===== src/rtl/pts_pkg.sv =====
// ----------------------------------------------------------------------------
// Priority task scheduler package
// Shared widths, codes and the task-table port structures.
// ----------------------------------------------------------------------------
package pts_pkg;

  localparam int MAX_TASKS   = 8;
  localparam int TASK_W      = $clog2(MAX_TASKS);
  localparam int TOTAL_W     = $clog2(MAX_TASKS + 1);
  localparam int PTR_W       = 64;
  localparam int CD_W        = 16;
  localparam int PRI_W       = 8;
  localparam int FRAME_BYTES = 272;

  localparam logic [PTR_W-1:0] FRAME_ALIGN_MASK = ~PTR_W'(4'hF);

  typedef enum logic [1:0] {
    OP_TICK    = 2'd0,
    OP_SLEEP   = 2'd1,
    OP_SET_PRI = 2'd2,
    OP_CREATE  = 2'd3
  } op_t;

  typedef enum logic [1:0] {
    ST_OK        = 2'd0,
    ST_FULL      = 2'd1,
    ST_NO_SWITCH = 2'd2,
    ST_IDLE      = 2'd3
  } status_t;

  // Write port of the task table; the two fields are written independently.
  typedef struct packed {
    logic                    cd_en;
    logic                    pri_en;
    logic [TASK_W-1:0]       addr;
    logic [CD_W-1:0]         cd;
    logic signed [PRI_W-1:0] pri;
  } tt_wr_t;

  // One task-table entry as seen on the read port.
  typedef struct packed {
    logic [CD_W-1:0]         cd;
    logic signed [PRI_W-1:0] pri;
  } tt_entry_t;

endpackage


===== src/rtl/pts_task_table.sv =====
// ----------------------------------------------------------------------------
// Task table
// Sleep countdown and priority per task, one write and one registered read.
// ----------------------------------------------------------------------------
module pts_task_table (
  input  logic                          clk,
  input  logic                          rst,
  input  pts_pkg::tt_wr_t               wr,
  input  logic                          rd_en,
  input  logic [pts_pkg::TASK_W-1:0]    rd_addr,
  output pts_pkg::tt_entry_t            rd_data
);

  logic [pts_pkg::CD_W-1:0]         cd_mem  [pts_pkg::MAX_TASKS];
  logic signed [pts_pkg::PRI_W-1:0] pri_mem [pts_pkg::MAX_TASKS];
  logic [pts_pkg::MAX_TASKS-1:0]    cd_vld;
  logic [pts_pkg::MAX_TASKS-1:0]    pri_vld;

  logic [pts_pkg::CD_W-1:0]         rd_cd_q;
  logic signed [pts_pkg::PRI_W-1:0] rd_pri_q;
  logic                             rd_cd_vld_q;
  logic                             rd_pri_vld_q;

  // Both fields reset to zero; an entry never written reads as zero.
  always_ff @(posedge clk) begin
    if (rst) begin
      cd_vld  <= '0;
      pri_vld <= '0;
    end else begin
      if (wr.cd_en) begin
        cd_vld[wr.addr] <= 1'b1;
      end
      if (wr.pri_en) begin
        pri_vld[wr.addr] <= 1'b1;
      end
    end
  end

  always_ff @(posedge clk) begin
    if (wr.cd_en) begin
      cd_mem[wr.addr] <= wr.cd;
    end
    if (wr.pri_en) begin
      pri_mem[wr.addr] <= wr.pri;
    end
    if (rd_en) begin
      rd_cd_q      <= cd_mem[rd_addr];
      rd_pri_q     <= pri_mem[rd_addr];
      rd_cd_vld_q  <= cd_vld[rd_addr];
      rd_pri_vld_q <= pri_vld[rd_addr];
    end
  end

  assign rd_data.cd  = rd_cd_vld_q  ? rd_cd_q  : '0;
  assign rd_data.pri = rd_pri_vld_q ? rd_pri_q : '0;

endmodule


===== src/rtl/pts_frame_store.sv =====
// ----------------------------------------------------------------------------
// Frame store
// Saved trap-frame pointer per task, one write and one registered read.
// ----------------------------------------------------------------------------
module pts_frame_store (
  input  logic                          clk,
  input  logic                          we,
  input  logic [pts_pkg::TASK_W-1:0]    waddr,
  input  logic [pts_pkg::PTR_W-1:0]     wdata,
  input  logic                          re,
  input  logic [pts_pkg::TASK_W-1:0]    raddr,
  output logic [pts_pkg::PTR_W-1:0]     rdata
);

  logic [pts_pkg::PTR_W-1:0] mem [pts_pkg::MAX_TASKS];

  always_ff @(posedge clk) begin
    if (we) begin
      mem[waddr] <= wdata;
    end
    if (re) begin
      rdata <= mem[raddr];
    end
  end

endmodule


===== src/rtl/priority_task_scheduler_core.sv =====
// ----------------------------------------------------------------------------
// Priority task scheduler core
// Task table with round-robin, highest-priority selection on timer ticks.
// ----------------------------------------------------------------------------
//
//   Channel   Handshake                  Payload
//   -------   ------------------------   ------------------------------------
//   input     in_valid / in_stall        op, stack_pointer, ticks, task_req,
//                                        priority_req
//   output    out_valid / out_stall      status, task_index, stack_pointer_out
//   config    cfg_valid / cfg_ready      cfg_data (preempt_enable)
//
// A tick with preemption enabled and at least two tasks scans the table: the
// scan reads one task-table entry per cycle through the table's single read
// port, then the FETCH state reads the chosen frame pointer and LOAD takes it.
// Every other item goes from acceptance straight to DONE.
// Reset is synchronous and leaves task 0 as the only, running task with
// preemption disabled; no clearing pass is needed.
// A stalled output holds the finished beat in the output register while the
// next input beat is already accepted and worked on.
//
module priority_task_scheduler_core (
  input  logic                              clk,
  input  logic                              rst,

  input  logic                              in_valid,
  output logic                              in_stall,
  input  logic [1:0]                        op,
  input  logic [pts_pkg::PTR_W-1:0]         stack_pointer,
  input  logic [pts_pkg::CD_W-1:0]          ticks,
  input  logic [2:0]                        task_req,
  input  logic signed [pts_pkg::PRI_W-1:0]  priority_req,

  output logic                              out_valid,
  input  logic                              out_stall,
  output logic [1:0]                        status,
  output logic [2:0]                        task_index,
  output logic [pts_pkg::PTR_W-1:0]         stack_pointer_out,

  input  logic                              cfg_valid,
  output logic                              cfg_ready,
  input  logic                              cfg_data
);

  // Sequencer states. SCAN issues one table read per cycle; LAST evaluates
  // the final entry; FETCH reads the chosen pointer; LOAD captures it.
  typedef enum logic [5:0] {
    S_IDLE  = 6'b000001,
    S_SCAN  = 6'b000010,
    S_LAST  = 6'b000100,
    S_FETCH = 6'b001000,
    S_LOAD  = 6'b010000,
    S_DONE  = 6'b100000
  } state_t;

  state_t state;

  logic                              preempt_enable;
  logic [pts_pkg::TOTAL_W-1:0]       task_total;
  logic [pts_pkg::TASK_W-1:0]        running_task;

  // Scan bookkeeping.
  logic [pts_pkg::TASK_W-1:0]        scan_addr;
  logic [pts_pkg::TOTAL_W-1:0]       scan_left;
  logic                              proc_vld;
  logic [pts_pkg::TASK_W-1:0]        proc_addr;
  logic [pts_pkg::TASK_W-1:0]        best;
  logic signed [pts_pkg::PRI_W:0]    best_pri;

  // Result held until the output register is free.
  pts_pkg::status_t                  res_status;
  logic [pts_pkg::TASK_W-1:0]        res_index;
  logic [pts_pkg::PTR_W-1:0]         res_ptr;

  logic                              in_acc;
  pts_pkg::op_t                      op_code;
  logic                              tick_active;
  logic                              table_full;
  logic [pts_pkg::PTR_W-1:0]         frame;

  pts_pkg::tt_wr_t                   tt_wr;
  pts_pkg::tt_entry_t                tt_rd;
  logic [pts_pkg::CD_W-1:0]          cd_dec;
  logic signed [pts_pkg::PRI_W:0]    pri_ext;
  logic                              take;

  logic                              fs_we;
  logic [pts_pkg::TASK_W-1:0]        fs_waddr;
  logic [pts_pkg::PTR_W-1:0]         fs_wdata;
  logic [pts_pkg::PTR_W-1:0]         fs_rdata;

  // Next task in round-robin order among the existing tasks.
  function automatic logic [pts_pkg::TASK_W-1:0] wrap_inc(
    input logic [pts_pkg::TASK_W-1:0]  idx,
    input logic [pts_pkg::TOTAL_W-1:0] total
  );
    logic [pts_pkg::TOTAL_W-1:0] nxt;
    nxt = pts_pkg::TOTAL_W'(idx) + pts_pkg::TOTAL_W'(1);
    return (nxt == total) ? '0 : nxt[pts_pkg::TASK_W-1:0];
  endfunction

  assign cfg_ready = 1'b1;
  assign in_stall  = (state != S_IDLE);
  assign in_acc    = in_valid && !in_stall;
  assign op_code   = pts_pkg::op_t'(op);

  assign tick_active = preempt_enable && (task_total >= pts_pkg::TOTAL_W'(2));
  assign table_full  = (task_total >= pts_pkg::TOTAL_W'(pts_pkg::MAX_TASKS));
  assign frame       = (stack_pointer - pts_pkg::PTR_W'(pts_pkg::FRAME_BYTES))
                       & pts_pkg::FRAME_ALIGN_MASK;

  // Evaluation of the entry read in the previous cycle: the countdown is
  // decremented and written back, and the entry competes on its priority.
  // best_pri starts at -1 so a negative priority never wins.
  assign cd_dec  = (tt_rd.cd != '0) ? (tt_rd.cd - pts_pkg::CD_W'(1)) : '0;
  assign pri_ext = {tt_rd.pri[pts_pkg::PRI_W-1], tt_rd.pri};
  assign take    = proc_vld && (cd_dec == '0) && (pri_ext > best_pri);

  // Task-table writes. A scan writes back entry n while it reads entry n+1,
  // and the addresses within one scan are distinct, so a read never meets a
  // pending write of the same entry. Sleep and priority writes happen only
  // at acceptance, while no scan runs.
  always_comb begin
    tt_wr        = '0;
    tt_wr.addr   = running_task;
    tt_wr.cd     = ticks;
    tt_wr.pri    = priority_req;
    if (proc_vld) begin
      tt_wr.cd_en = 1'b1;
      tt_wr.addr  = proc_addr;
      tt_wr.cd    = cd_dec;
    end else if (in_acc) begin
      case (op_code)
        pts_pkg::OP_SLEEP: begin
          tt_wr.cd_en = 1'b1;
          tt_wr.addr  = running_task;
        end
        pts_pkg::OP_SET_PRI: begin
          tt_wr.pri_en = 1'b1;
          tt_wr.addr   = task_req;
        end
        default: begin
          tt_wr.cd_en  = 1'b0;
          tt_wr.pri_en = 1'b0;
        end
      endcase
    end
  end

  // Frame-store writes: a switching tick saves the running task's pointer,
  // a create stores the new task's aligned frame.
  always_comb begin
    fs_we    = 1'b0;
    fs_waddr = running_task;
    fs_wdata = stack_pointer;
    if (in_acc) begin
      case (op_code)
        pts_pkg::OP_TICK: begin
          fs_we = tick_active;
        end
        pts_pkg::OP_CREATE: begin
          fs_we    = !table_full;
          fs_waddr = task_total[pts_pkg::TASK_W-1:0];
          fs_wdata = frame;
        end
        default: begin
          fs_we = 1'b0;
        end
      endcase
    end
  end

  pts_task_table u_table (
    .clk     (clk),
    .rst     (rst),
    .wr      (tt_wr),
    .rd_en   (state == S_SCAN),
    .rd_addr (scan_addr),
    .rd_data (tt_rd)
  );

  pts_frame_store u_frames (
    .clk   (clk),
    .we    (fs_we),
    .waddr (fs_waddr),
    .wdata (fs_wdata),
    .re    (state == S_FETCH),
    .raddr (best),
    .rdata (fs_rdata)
  );

  // Configuration register.
  always_ff @(posedge clk) begin
    if (rst) begin
      preempt_enable <= 1'b0;
    end else if (cfg_valid && cfg_ready) begin
      preempt_enable <= cfg_data;
    end
  end

  // Control: sequencer, task count, running task and output handshake.
  always_ff @(posedge clk) begin
    if (rst) begin
      state        <= S_IDLE;
      task_total   <= pts_pkg::TOTAL_W'(1);
      running_task <= '0;
      proc_vld     <= 1'b0;
      out_valid    <= 1'b0;
    end else begin
      proc_vld <= (state == S_SCAN);
      // A finished beat enters the output register whenever it is free or
      // drains in the same cycle; otherwise an accepted beat empties it.
      if (state == S_DONE && (!out_valid || !out_stall)) begin
        out_valid <= 1'b1;
      end else if (out_valid && !out_stall) begin
        out_valid <= 1'b0;
      end
      case (state)
        S_IDLE: begin
          if (in_acc) begin
            if (op_code == pts_pkg::OP_TICK && tick_active) begin
              state <= S_SCAN;
            end else begin
              state <= S_DONE;
            end
            if (op_code == pts_pkg::OP_CREATE && !table_full) begin
              task_total <= task_total + pts_pkg::TOTAL_W'(1);
            end
          end
        end
        S_SCAN: begin
          if (scan_left == pts_pkg::TOTAL_W'(1)) begin
            state <= S_LAST;
          end
        end
        S_LAST: begin
          state <= S_FETCH;
        end
        S_FETCH: begin
          state <= S_LOAD;
        end
        S_LOAD: begin
          running_task <= best;
          state        <= S_DONE;
        end
        S_DONE: begin
          if (!out_valid || !out_stall) begin
            state <= S_IDLE;
          end
        end
        default: begin
          state <= S_IDLE;
        end
      endcase
    end
  end

  // Datapath registers.
  always_ff @(posedge clk) begin
    proc_addr <= scan_addr;
    if (take) begin
      best     <= proc_addr;
      best_pri <= pri_ext;
    end
    if (state == S_SCAN) begin
      scan_addr <= wrap_inc(scan_addr, task_total);
      scan_left <= scan_left - pts_pkg::TOTAL_W'(1);
    end
    if (in_acc) begin
      scan_addr <= wrap_inc(running_task, task_total);
      scan_left <= task_total;
      best      <= running_task;
      best_pri  <= '1;
      case (op_code)
        pts_pkg::OP_TICK: begin
          res_status <= pts_pkg::ST_NO_SWITCH;
          res_index  <= running_task;
          res_ptr    <= stack_pointer;
        end
        pts_pkg::OP_CREATE: begin
          if (table_full) begin
            res_status <= pts_pkg::ST_FULL;
            res_index  <= '0;
            res_ptr    <= '0;
          end else begin
            res_status <= pts_pkg::ST_OK;
            res_index  <= task_total[pts_pkg::TASK_W-1:0];
            res_ptr    <= frame;
          end
        end
        default: begin
          res_status <= pts_pkg::ST_OK;
          res_index  <= running_task;
          res_ptr    <= '0;
        end
      endcase
    end
    if (state == S_LOAD) begin
      // With no eligible task best still names the running task, whose
      // pointer was saved when the tick was accepted.
      res_status <= best_pri[pts_pkg::PRI_W] ? pts_pkg::ST_IDLE : pts_pkg::ST_OK;
      res_index  <= best;
      res_ptr    <= fs_rdata;
    end
    if (state == S_DONE && (!out_valid || !out_stall)) begin
      status            <= res_status;
      task_index        <= res_index;
      stack_pointer_out <= res_ptr;
    end
  end

`ifndef SYNTHESIS
  // The running task is always one of the existing tasks.
  assert property (@(posedge clk) disable iff (rst)
    pts_pkg::TOTAL_W'(running_task) < task_total)
    else $error("running task outside the task table");

  // The task count stays between one and the table size.
  assert property (@(posedge clk) disable iff (rst)
    task_total >= pts_pkg::TOTAL_W'(1) &&
    task_total <= pts_pkg::TOTAL_W'(pts_pkg::MAX_TASKS))
    else $error("task count out of range");

  // A new result appears only out of the DONE state.
  assert property (@(posedge clk) disable iff (rst)
    $rose(out_valid) |-> $past(state == S_DONE))
    else $error("result beat raised outside DONE");

  // Table entries are evaluated only during a scan.
  assert property (@(posedge clk) disable iff (rst)
    proc_vld |-> (state == S_SCAN || state == S_LAST))
    else $error("entry evaluated outside a scan");
`endif

endmodule


===== config.mk =====
export PLATFORM = sky130hd
export DESIGN_NAME = priority_task_scheduler_core
export DESIGN_NICKNAME = d
export VERILOG_FILES = /design/src/rtl/pts_pkg.sv /design/src/rtl/pts_task_table.sv /design/src/rtl/pts_frame_store.sv /design/src/rtl/priority_task_scheduler_core.sv
export SDC_FILE = /design/constraint.sdc
export NUM_CORES = 1
export LEC_CHECK = 0
export BUFFER_PORTS_ARGS = -buffer_cell sky130_fd_sc_hd__buf_2
export CAP_MARGIN = 20
export CORE_MARGIN = 2
export CORE_UTILIZATION = 60
export DETAILED_ROUTE_END_ITERATION = 10
export PLACE_DENSITY_LB_ADDON = 0.15
export RECOVER_POWER = 25
export SYNTH_ARGS = -nofsm -noshare
export SYNTH_HDL_FRONTEND = slang
export SYNTH_SLANG_ARGS = --single-unit

===== constraint.sdc =====
create_clock -name clk -period 12.65 [get_ports clk]
set_input_delay 1.8975 -clock clk [delete_from_list [all_inputs] [get_ports clk]]
set_output_delay 1.8975 -clock clk [all_outputs]
set_load 0.02 [all_outputs]

==> impl_results.md, run 1 <==
* Clock latency on the worst-skew pair at 0.65 ns
* Final setup violation count at 0
* Setup Buffers After CTS at 0
* Die Y at 262.7 um
* Pin count of the biggest net entering global routing at 67
* H-Tree Depth at 3
* Share of layout cells above drive strength 1 at 24.41%
* Final Hold Fails at 0
* Max Cap Viol at 12
* Syn-to-layout area delta at 12.72%
* Max frequency at 0.1600 GHz
* Final std cells w/o fill at 3430
* GR Overflow Total at 0
* Reg-to-Reg End: u_frames.rdata[4]$_DFFE_PP_
* Commonest cells after routing, fill and taps aside: edfxtp_1, mux4_2, nand2_1
* Worst path required time at 12.91 ns
* Max_slew headroom at -209.2%
* Dpl hpwl at 54.46 mm
* Design area at 0.04525 mm^2
* Avg Inst Size Synth at 17.56 um^2
* CTS buffer count at 97
* RSZ-0062 raised after global routing: no
* Placed Area at 0.04212 mm^2
* Routed Antenna Nets at 0
* Power per cell area at 164.3 mW/mm^2
* Final critical-path share of the clock period at 49.41%
* Post-synth EDFFs at 942
* Yosys Warn Count at 0
* GPL Wtd Cong at 0.8654
* CP Max Fanout at 49
* Drt pass-1 iters at 6
* CTS sink cnt at 985
* Yosys cell types at 77
* Maximum vdd drop at 0.1285 mV
* HP Class: reg2reg
* Synth Register Bits at 985
* DR WL/cell at 26.69 um
* Detailed-route via count at 22093
* Die ar. at 0.06899 mm^2
* Clk slew on worst S/H paths at 0.06 ns
* Outcome: finished, violations left
* Worst-margin pin slew at 4.639 ns
* CTS root buf: clkbuf_16
* R2R depth at 5
* Crit path launch: op[1]
* Buffers on Ports at 169
* Ys flop type: edfxtp_1
* WS Path Type: in2reg
* Initial Utilization at 60.84%
* # IOs at 171
* Clock buffer depth at 3
* Crit path capture: u_frames.mem[7][19]$_DFFE_PP_
* Core region area at 0.06598 mm^2
* Commonest non-fill, non-tap cell in the layout: edfxtp_1
* Worst setup EP type: flop
* FF/Latch Area at 0.02915 mm^2
* CTS tree: built
* Crit path DAT at 6.51 ns
* Filler cell count at 4279
* DP Cell Count at 3248
* Vias in the first global route at 22317
* Minimum clock period after layout at 6.251 ns
* Critical Path Start Type: primary input
* Hold-fix buffers, CTS at 0
* Share of flip-flops with an asynchronous set or reset at 0%
* First-pass GRT wire length at 137.4 mm
* Residual DRC at 0
* DR vias/cell at 6.441
* Area occupied by multi-input gates at 0.01043 mm^2
* Final Max Tran Viols at 416
* Syn Std Cell Area at 0.04014 mm^2
* Failing checks: capacitance limit, slew limit
* P_leak at 14.70 nW
* Die X at 262.7 um
* Register-to-register setup slack at 6.52 ns
* Reg2reg start: best[0]$_DFFE_PP_
* Mapped Nets at 2406
* Setup TNS at 0 ns
* Post_cts resized at 0
* Iter 0 DRT Violations at 2174
* Gr usage total at 26.68%
* Final nets at 2604
* Post-synthesis cell count at 2286
* Sequential share of the synthesized area at 72.62%
* Initial antenna violation count at 12
* Clock Skews at 0.02784 ns
* Final wirelength at 91.55 mm
* Rows at 94
## final cells by class
cell class / count / share of cell area, %
inverters: 40 / 0.3318
diodes: 2 / 0.01106
well taps: 864 / 2.389
multi-input cells: 1135 / 23.04
flip-flops and latches: 985 / 64.42
clock buffers: 125 / 5.868
repair buffers: 225 / 2.633
clock inverters: 54 / 1.302
## worst min path at each step
stage | endpoint | startpoint | slack [ns] | cells after the start
6_report | stack_pointer_out[52]$_DFFE_PP_ | res_ptr[52]$_DFFE_PP_ | 0.42 | 0
5_1_grt | stack_pointer_out[51]$_DFFE_PP_ | res_ptr[51]$_DFFE_PP_ | 0.42 | 0
4_1_cts | stack_pointer_out[52]$_DFFE_PP_ | res_ptr[52]$_DFFE_PP_ | 0.41 | 0
3_5_place_dp | stack_pointer_out[52]$_DFFE_PP_ | res_ptr[52]$_DFFE_PP_ | 0.40 | 0
3_3_place_gp | stack_pointer_out[35]$_DFFE_PP_ | res_ptr[35]$_DFFE_PP_ | 0.40 | 0
2_1_floorplan | proc_addr[2]$_DFF_P_ | scan_addr[2]$_DFFE_PP_ | 0.37 | 0
## flip-flops by register name (all words and copies together) (netlist names), 16 cells and up
name and cells:
u_frames.mem 512, u_table.cd_mem 128, u_table.rd_cd_q 16, u_table.pri_mem 64, res_ptr 64, u_frames.rdata 64
stack_pointer_out 64
## synthesized netlist by cell type (all sizes together), types with 13 or more instances
cell	number	area, um^2
xnor2	48	420.4
nand3	19	95.09
clkbuf	97	366.6
nor2	135	514.2
nand2	155	584.3
xor2	30	262.8
a21oi	54	270.3
edfxtp	942	28290
nor3	45	245.2
inv	39	146.4
mux2	98	1104
a221o	13	130.1
nor4	30	206.5
buf	29	133.9
mux4	180	4054
dfxtp	43	860.8
o21ai	75	375.4
ha	21	262.8
a22o	15	131.4
or3	14	87.58
## worst max-delay path, cell delays in order
cell and delay, ns:
clkbuf_1 0.13, ha_1 0.31, inv_1 0.16, nor3_2 0.19, clkbuf_1 1.62, mux2i_1 0.28
nand2b_1 0.45, nor2_4 0.60, buf_4 0.83
## where the power goes
part           total [mW]  switching [mW]  internal [mW]
clock network        2.91            1.20           1.71
logic               0.794           0.422          0.372
registers            3.73          0.0420           3.69
total                7.44            1.66           5.78
## layer usage
layer	vias to the layer above	global-route usage, %	wire, um
li1	9501	-	-
met1	11333	37.00	36270
met2	1022	43.79	45280
met3	219	4.835	7281
met4	18	8.201	2598
met5	-	0	112
## cell families after synthesis
kind of cell	synth area share, %
DFF	72.62
and+or+nand+nor	5.866
muxes	13.02
AOI/OAI and AO/OA	4.507
buffers and inverters	1.621
xor gates and xnor gates	1.702
adders and majority gates	0.6546
other	0.009342
## per-stage QoR
step	setup WS, ns	power [mW]	util [%]	hold slack (ns)
after CTS	7.669	7.484	68.75	0.4088
final	6.399	7.435	68.57	0.4150
after global placement	6.966	4.570	63.79	0.4015
after floorplan	6.286	4.357	-	0.3679
after detailed placement	6.983	4.590	63.83	0.4045
after global routing	5.747	7.663	68.57	0.4224
Power figures use the tool's default switching activity.
==> run 2, diff against run 1 <==
- ABC_AREA: default -> 1
- CORE_UTILIZATION: 60 -> 56
- clock period: 12.65 -> 5.5 ns (I/O delays scaled with it)
==> run 2 against run 1 <==
The run still ends with capacitance limit, slew limit left. Sequential share of layout area decreased by 0.86 points. Non-clock buffer count decreased by 9. Cell area increased by 1.4%. Final cell count increased by 39%. Global-route usage increased by 1.6 points. Die area increased by 9.7%. Sequential power increased by 130%. Clock-buffer cell count increased by 4. Setup slack got worse by 5.5 ns. Synthesized cell count increased by 57%. Area after synthesis increased by 2.6%. Largest cell class unchanged. Highest routed layer is now met4.
==> impl_results.md, run 2 <==
* Synth Register Bits at 985 (unchanged)
* Max Cap Viol at 10 (-2)
* Reg with most FFs: u_frames.mem
* Most instantiated library cell after synthesis: edfxtp_1
* Detailed-route via count at 28536 (+29%)
* Final critical-path share of the clock period at 83.95%
* Dominant cell type by area after synthesis: edfxtp_1
* Crit path capture: res_ptr[54]$_DFFE_PP_
* Syn Std Cell Area at 0.04117 mm^2 (+2.6%)
* Setup Buffers After CTS at 0 (unchanged)
* # IOs at 171 (unchanged)
* Register-to-register setup slack at 1.20 ns (-5.32 ns)
* Failing checks: capacitance limit, slew limit
* Cell family with most CP delay: buffers and inverters
* Clock buffer depth at 3 (unchanged)
* P_leak at 16.02 nW (+9.0%)
* Met1 GRT Util at 39.83% (+2.8 points)
* H-Tree Depth at 3 (unchanged)
* Int Pwr at 12.66 mW (+120%)
* Sw Share at 24.53% (+2.2 points)
* Routed Antenna Nets at 0 (unchanged)
* Worst path max stage delay at 2.17 ns (+0.55 ns)
* Worst path required time at 5.89 ns (-7.02 ns)
* GR Overflow Total at 0 (unchanged)
* Minimum clock period after layout at 4.617 ns
* Clock Skews at 0.01798 ns (-0.009866 ns)
* Die ar. at 0.07570 mm^2 (+9.7%)
* Share of layout cells above drive strength 1 at 8.336% (-16 points)
* Power per cell area at 365.7 mW/mm^2 (+120%)
* Gr usage total at 28.28% (+1.6 points)
* GRT met3 Usage at 5.045% (+0.21 points)
* Initial antenna violation count at 2 (-10)
* Post_cts resized at 0 (unchanged)
* Fraction of power consumed by sequential logic at 50.9% (+0.7 points)
* RSZ-0062 raised after global routing: no
* WP depth at 9 (unchanged)
* Syn-to-layout area delta at 11.40%
* Avg Inst Size Synth at 11.47 um^2 (-35%)
* Final Hold Fails at 0 (unchanged)
* Post-synth EDFFs at 942 (unchanged)
* Max reg flops at 512 (unchanged)
* Psw at 4.114 mW (+150%)
* Hold-fix buffers, CTS at 0 (unchanged)
* Yosys Warn Count at 0 (unchanged)
* CP max stage cell: clkbuf_1
* Busiest grt layer: met2
* Max_slew headroom at -105.1% (+100 points)
* CP Max Fanout at 40 (-18%)
* Yosys cell types at 45 (-42%)
* Die X at 275.1 um (+4.8%)
* Synth area leaders: edfxtp_1, nor2_1, o21ai_0
* Outcome: finished, violations left
* Commonest cells after routing, fill and taps aside: edfxtp_1, nor2_1, o21ai_0
* Clock latency on the worst-skew pair at 0.65 ns (about the same)
* Clock Power Share at 38.3% (-0.8 points)
* Reg2reg start: state[2]$_SDFFE_PP0P_
* CTS tree: built
* Post-synthesis cell count at 3589 (+57%)
* Crit path cell chain: clkbuf_1 > inv_1 > ha_1 > buf_4 > inv_1 > clkbuf_1 > o21ai_0 > nand2_1 > nand2_1
* Final setup violation count at 0 (unchanged)
* DR WL/cell at 22.61 um (-15%)
* Max frequency at 0.2166 GHz
* R2R depth at 7 (+2)
* Buffers on Ports at 169 (unchanged)
* Share of flip-flops with an asynchronous set or reset at 0% (unchanged)
* Pin count of the biggest net entering global routing at 137 (+100%)
* Vias in the first global route at 27804 (+25%)
* Final Max Tran Viols at 384 (-7.7%)
* First-pass GRT wire length at 160.9 mm (+17%)
* Dpl hpwl at 63.44 mm (+16%)
* Maximum vdd drop at 0.2889 mV (+120%)
* Final wirelength at 107.5 mm (+17%)
* Commonest non-fill, non-tap cell in the layout: edfxtp_1
* Worst-margin pin slew at 3.076 ns (-1.563 ns)
* Critical Path Start Type: primary input
* Reg-to-Reg End: u_frames.mem[7][43]$_DFFE_PP_
* Placed Area at 0.04296 mm^2 (+2.0%)
* Proportion of power drawn by combinational gates at 10.7% (about the same)
* Ys flop type: edfxtp_1
* WS Path Type: in2reg
* Drt pass-1 iters at 6 (unchanged)
* Final nets at 3832 (+47%)
* Regs by FF count: u_frames.mem: 512 flops, u_table.cd_mem: 128 flops
* Met2 GRT Util at 44.72% (+0.94 points)
* Core region area at 0.07283 mm^2 (+10%)
* Worst setup EP type: flop
* Residual DRC at 0 (unchanged)
* Iter 0 DRT Violations at 3076 (+41%)
* Rows at 99 (+5.3%)
* GPL Wtd Cong at 0.8943 (+3.3%)
* Clk slew on worst S/H paths at 0.06 ns (about the same)
* Design area at 0.04586 mm^2 (+1.4%)
* Initial Utilization at 56.52% (-4.3 points)
* WP buf/inv at 5 (+1)
* Setup TNS at 0 ns (unchanged)
* CTS sink cnt at 985 (unchanged)
* Synth top area share at 68.71% (-1.8 points)
* Sequential share of the synthesized area at 70.80% (-1.8 points)
* Crit path DAT at 5.01 ns (-1.50 ns)
* Mapped Nets at 3709 (+54%)
* DR vias/cell at 6.001 (-6.8%)
* Crit path launch: op[0]
* Die Y at 275.1 um (+4.8%)
* Top cells by count, synth: edfxtp_1, nor2_1, o21ai_0, nand2_1, clkbuf_1
* Minimum hold slack at 0.4170 ns (+0.001946 ns)
* CTS buffer count at 98 (+1.0%)
* CTS root buf: clkbuf_16
* HP Class: reg2reg
==> run 2: changes by cell type in the layout (fill, tap and decap cells not counted), moves of 68 or more <==
cell     before  now
nor2_1      124  768
nand3_1      19   87
inv_1        39  159
o21ai_0      71  481
a31oi_1      10   92
o22ai_1       3  112
nand2_1     154  443
mux4_2      180    0
mux2_2       91    0
==> run 2: worst min-delay path by stage <==
stage | startpoint | slack, ns | endpoint | cells past startpoint
finish | res_ptr[28]$_DFFE_PP_ | 0.42 | stack_pointer_out[28]$_DFFE_PP_ | 0
detailed placement | res_ptr[9]$_DFFE_PP_ | 0.40 | stack_pointer_out[9]$_DFFE_PP_ | 0
global placement | res_ptr[28]$_DFFE_PP_ | 0.40 | stack_pointer_out[28]$_DFFE_PP_ | 0
floorplan | scan_addr[1]$_DFFE_PP_ | 0.37 | proc_addr[1]$_DFF_P_ | 0
global route | res_ptr[24]$_DFFE_PP_ | 0.42 | stack_pointer_out[24]$_DFFE_PP_ | 0
CTS | cfg_data | 0.40 | preempt_enable$_SDFFE_PP0P_ | 3
==> run 2: per-layer routing <==
layer,part of all wire [%],routed length (um)
met4,3.1,3315
met5,0,0
met1,41,44220
met3,9.3,9972
met2,47,49990
==> run 2: stage by stage <==
stage | power, mW | setup slack (ns) | util (%) | instances
6_report | 16.77 | 0.8826 | 62.97 | 4755
5_1_grt | 17.34 | 0.8898 | 62.95 | 4751
3_3_place_gp | 10.40 | 1.363 | 58.98 | 4570
4_1_cts | 16.83 | 2.042 | 63.21 | 4749
2_1_floorplan | 9.868 | 0.2094 | - | 3589
3_5_place_dp | 10.47 | 1.384 | 58.98 | 4570
==> run 2: final cells by class <==
| type | count | area, um^2 |
|---|---|---|
| antenna | 5 | 12.51 |
| clock buffer | 129 | 2629 |
| clock inverter | 50 | 450.4 |
| fill | 5685 | 26970 |
| inverter | 172 | 658.1 |
| multi-input combinational | 2239 | 10650 |
| sequential | 985 | 29150 |
| tap | 959 | 1200 |
| timing repair buffer | 216 | 1115 |
==> run 2: cells by family after synthesis <==
| group | count (synthesis) | synth area share (%) |
|---|---|---|
| flip-flops | 985 | 70.80 |
| buffers and inverters | 365 | 3.404 |
| AO/OA/AOI/OAI | 774 | 10.38 |
| XOR/XNOR | 62 | 1.319 |
| AND/OR/NAND/NOR | 1381 | 13.45 |
| other | 1 | 0.009109 |
| adder cells (fa/ha/maj) | 21 | 0.6382 |
==> run 2: power by group through the flow <==
stage / sequential (mW) / clock (mW) / combinational [mW]
final: 8.54 / 6.43 / 1.80
after global routing: 8.55 / 6.80 / 1.99
after CTS: 8.53 / 6.50 / 1.79
after detailed placement: 8.69 / 0 / 1.78
after global placement: 8.69 / 0 / 1.72
after floorplan: 8.69 / 0 / 1.18
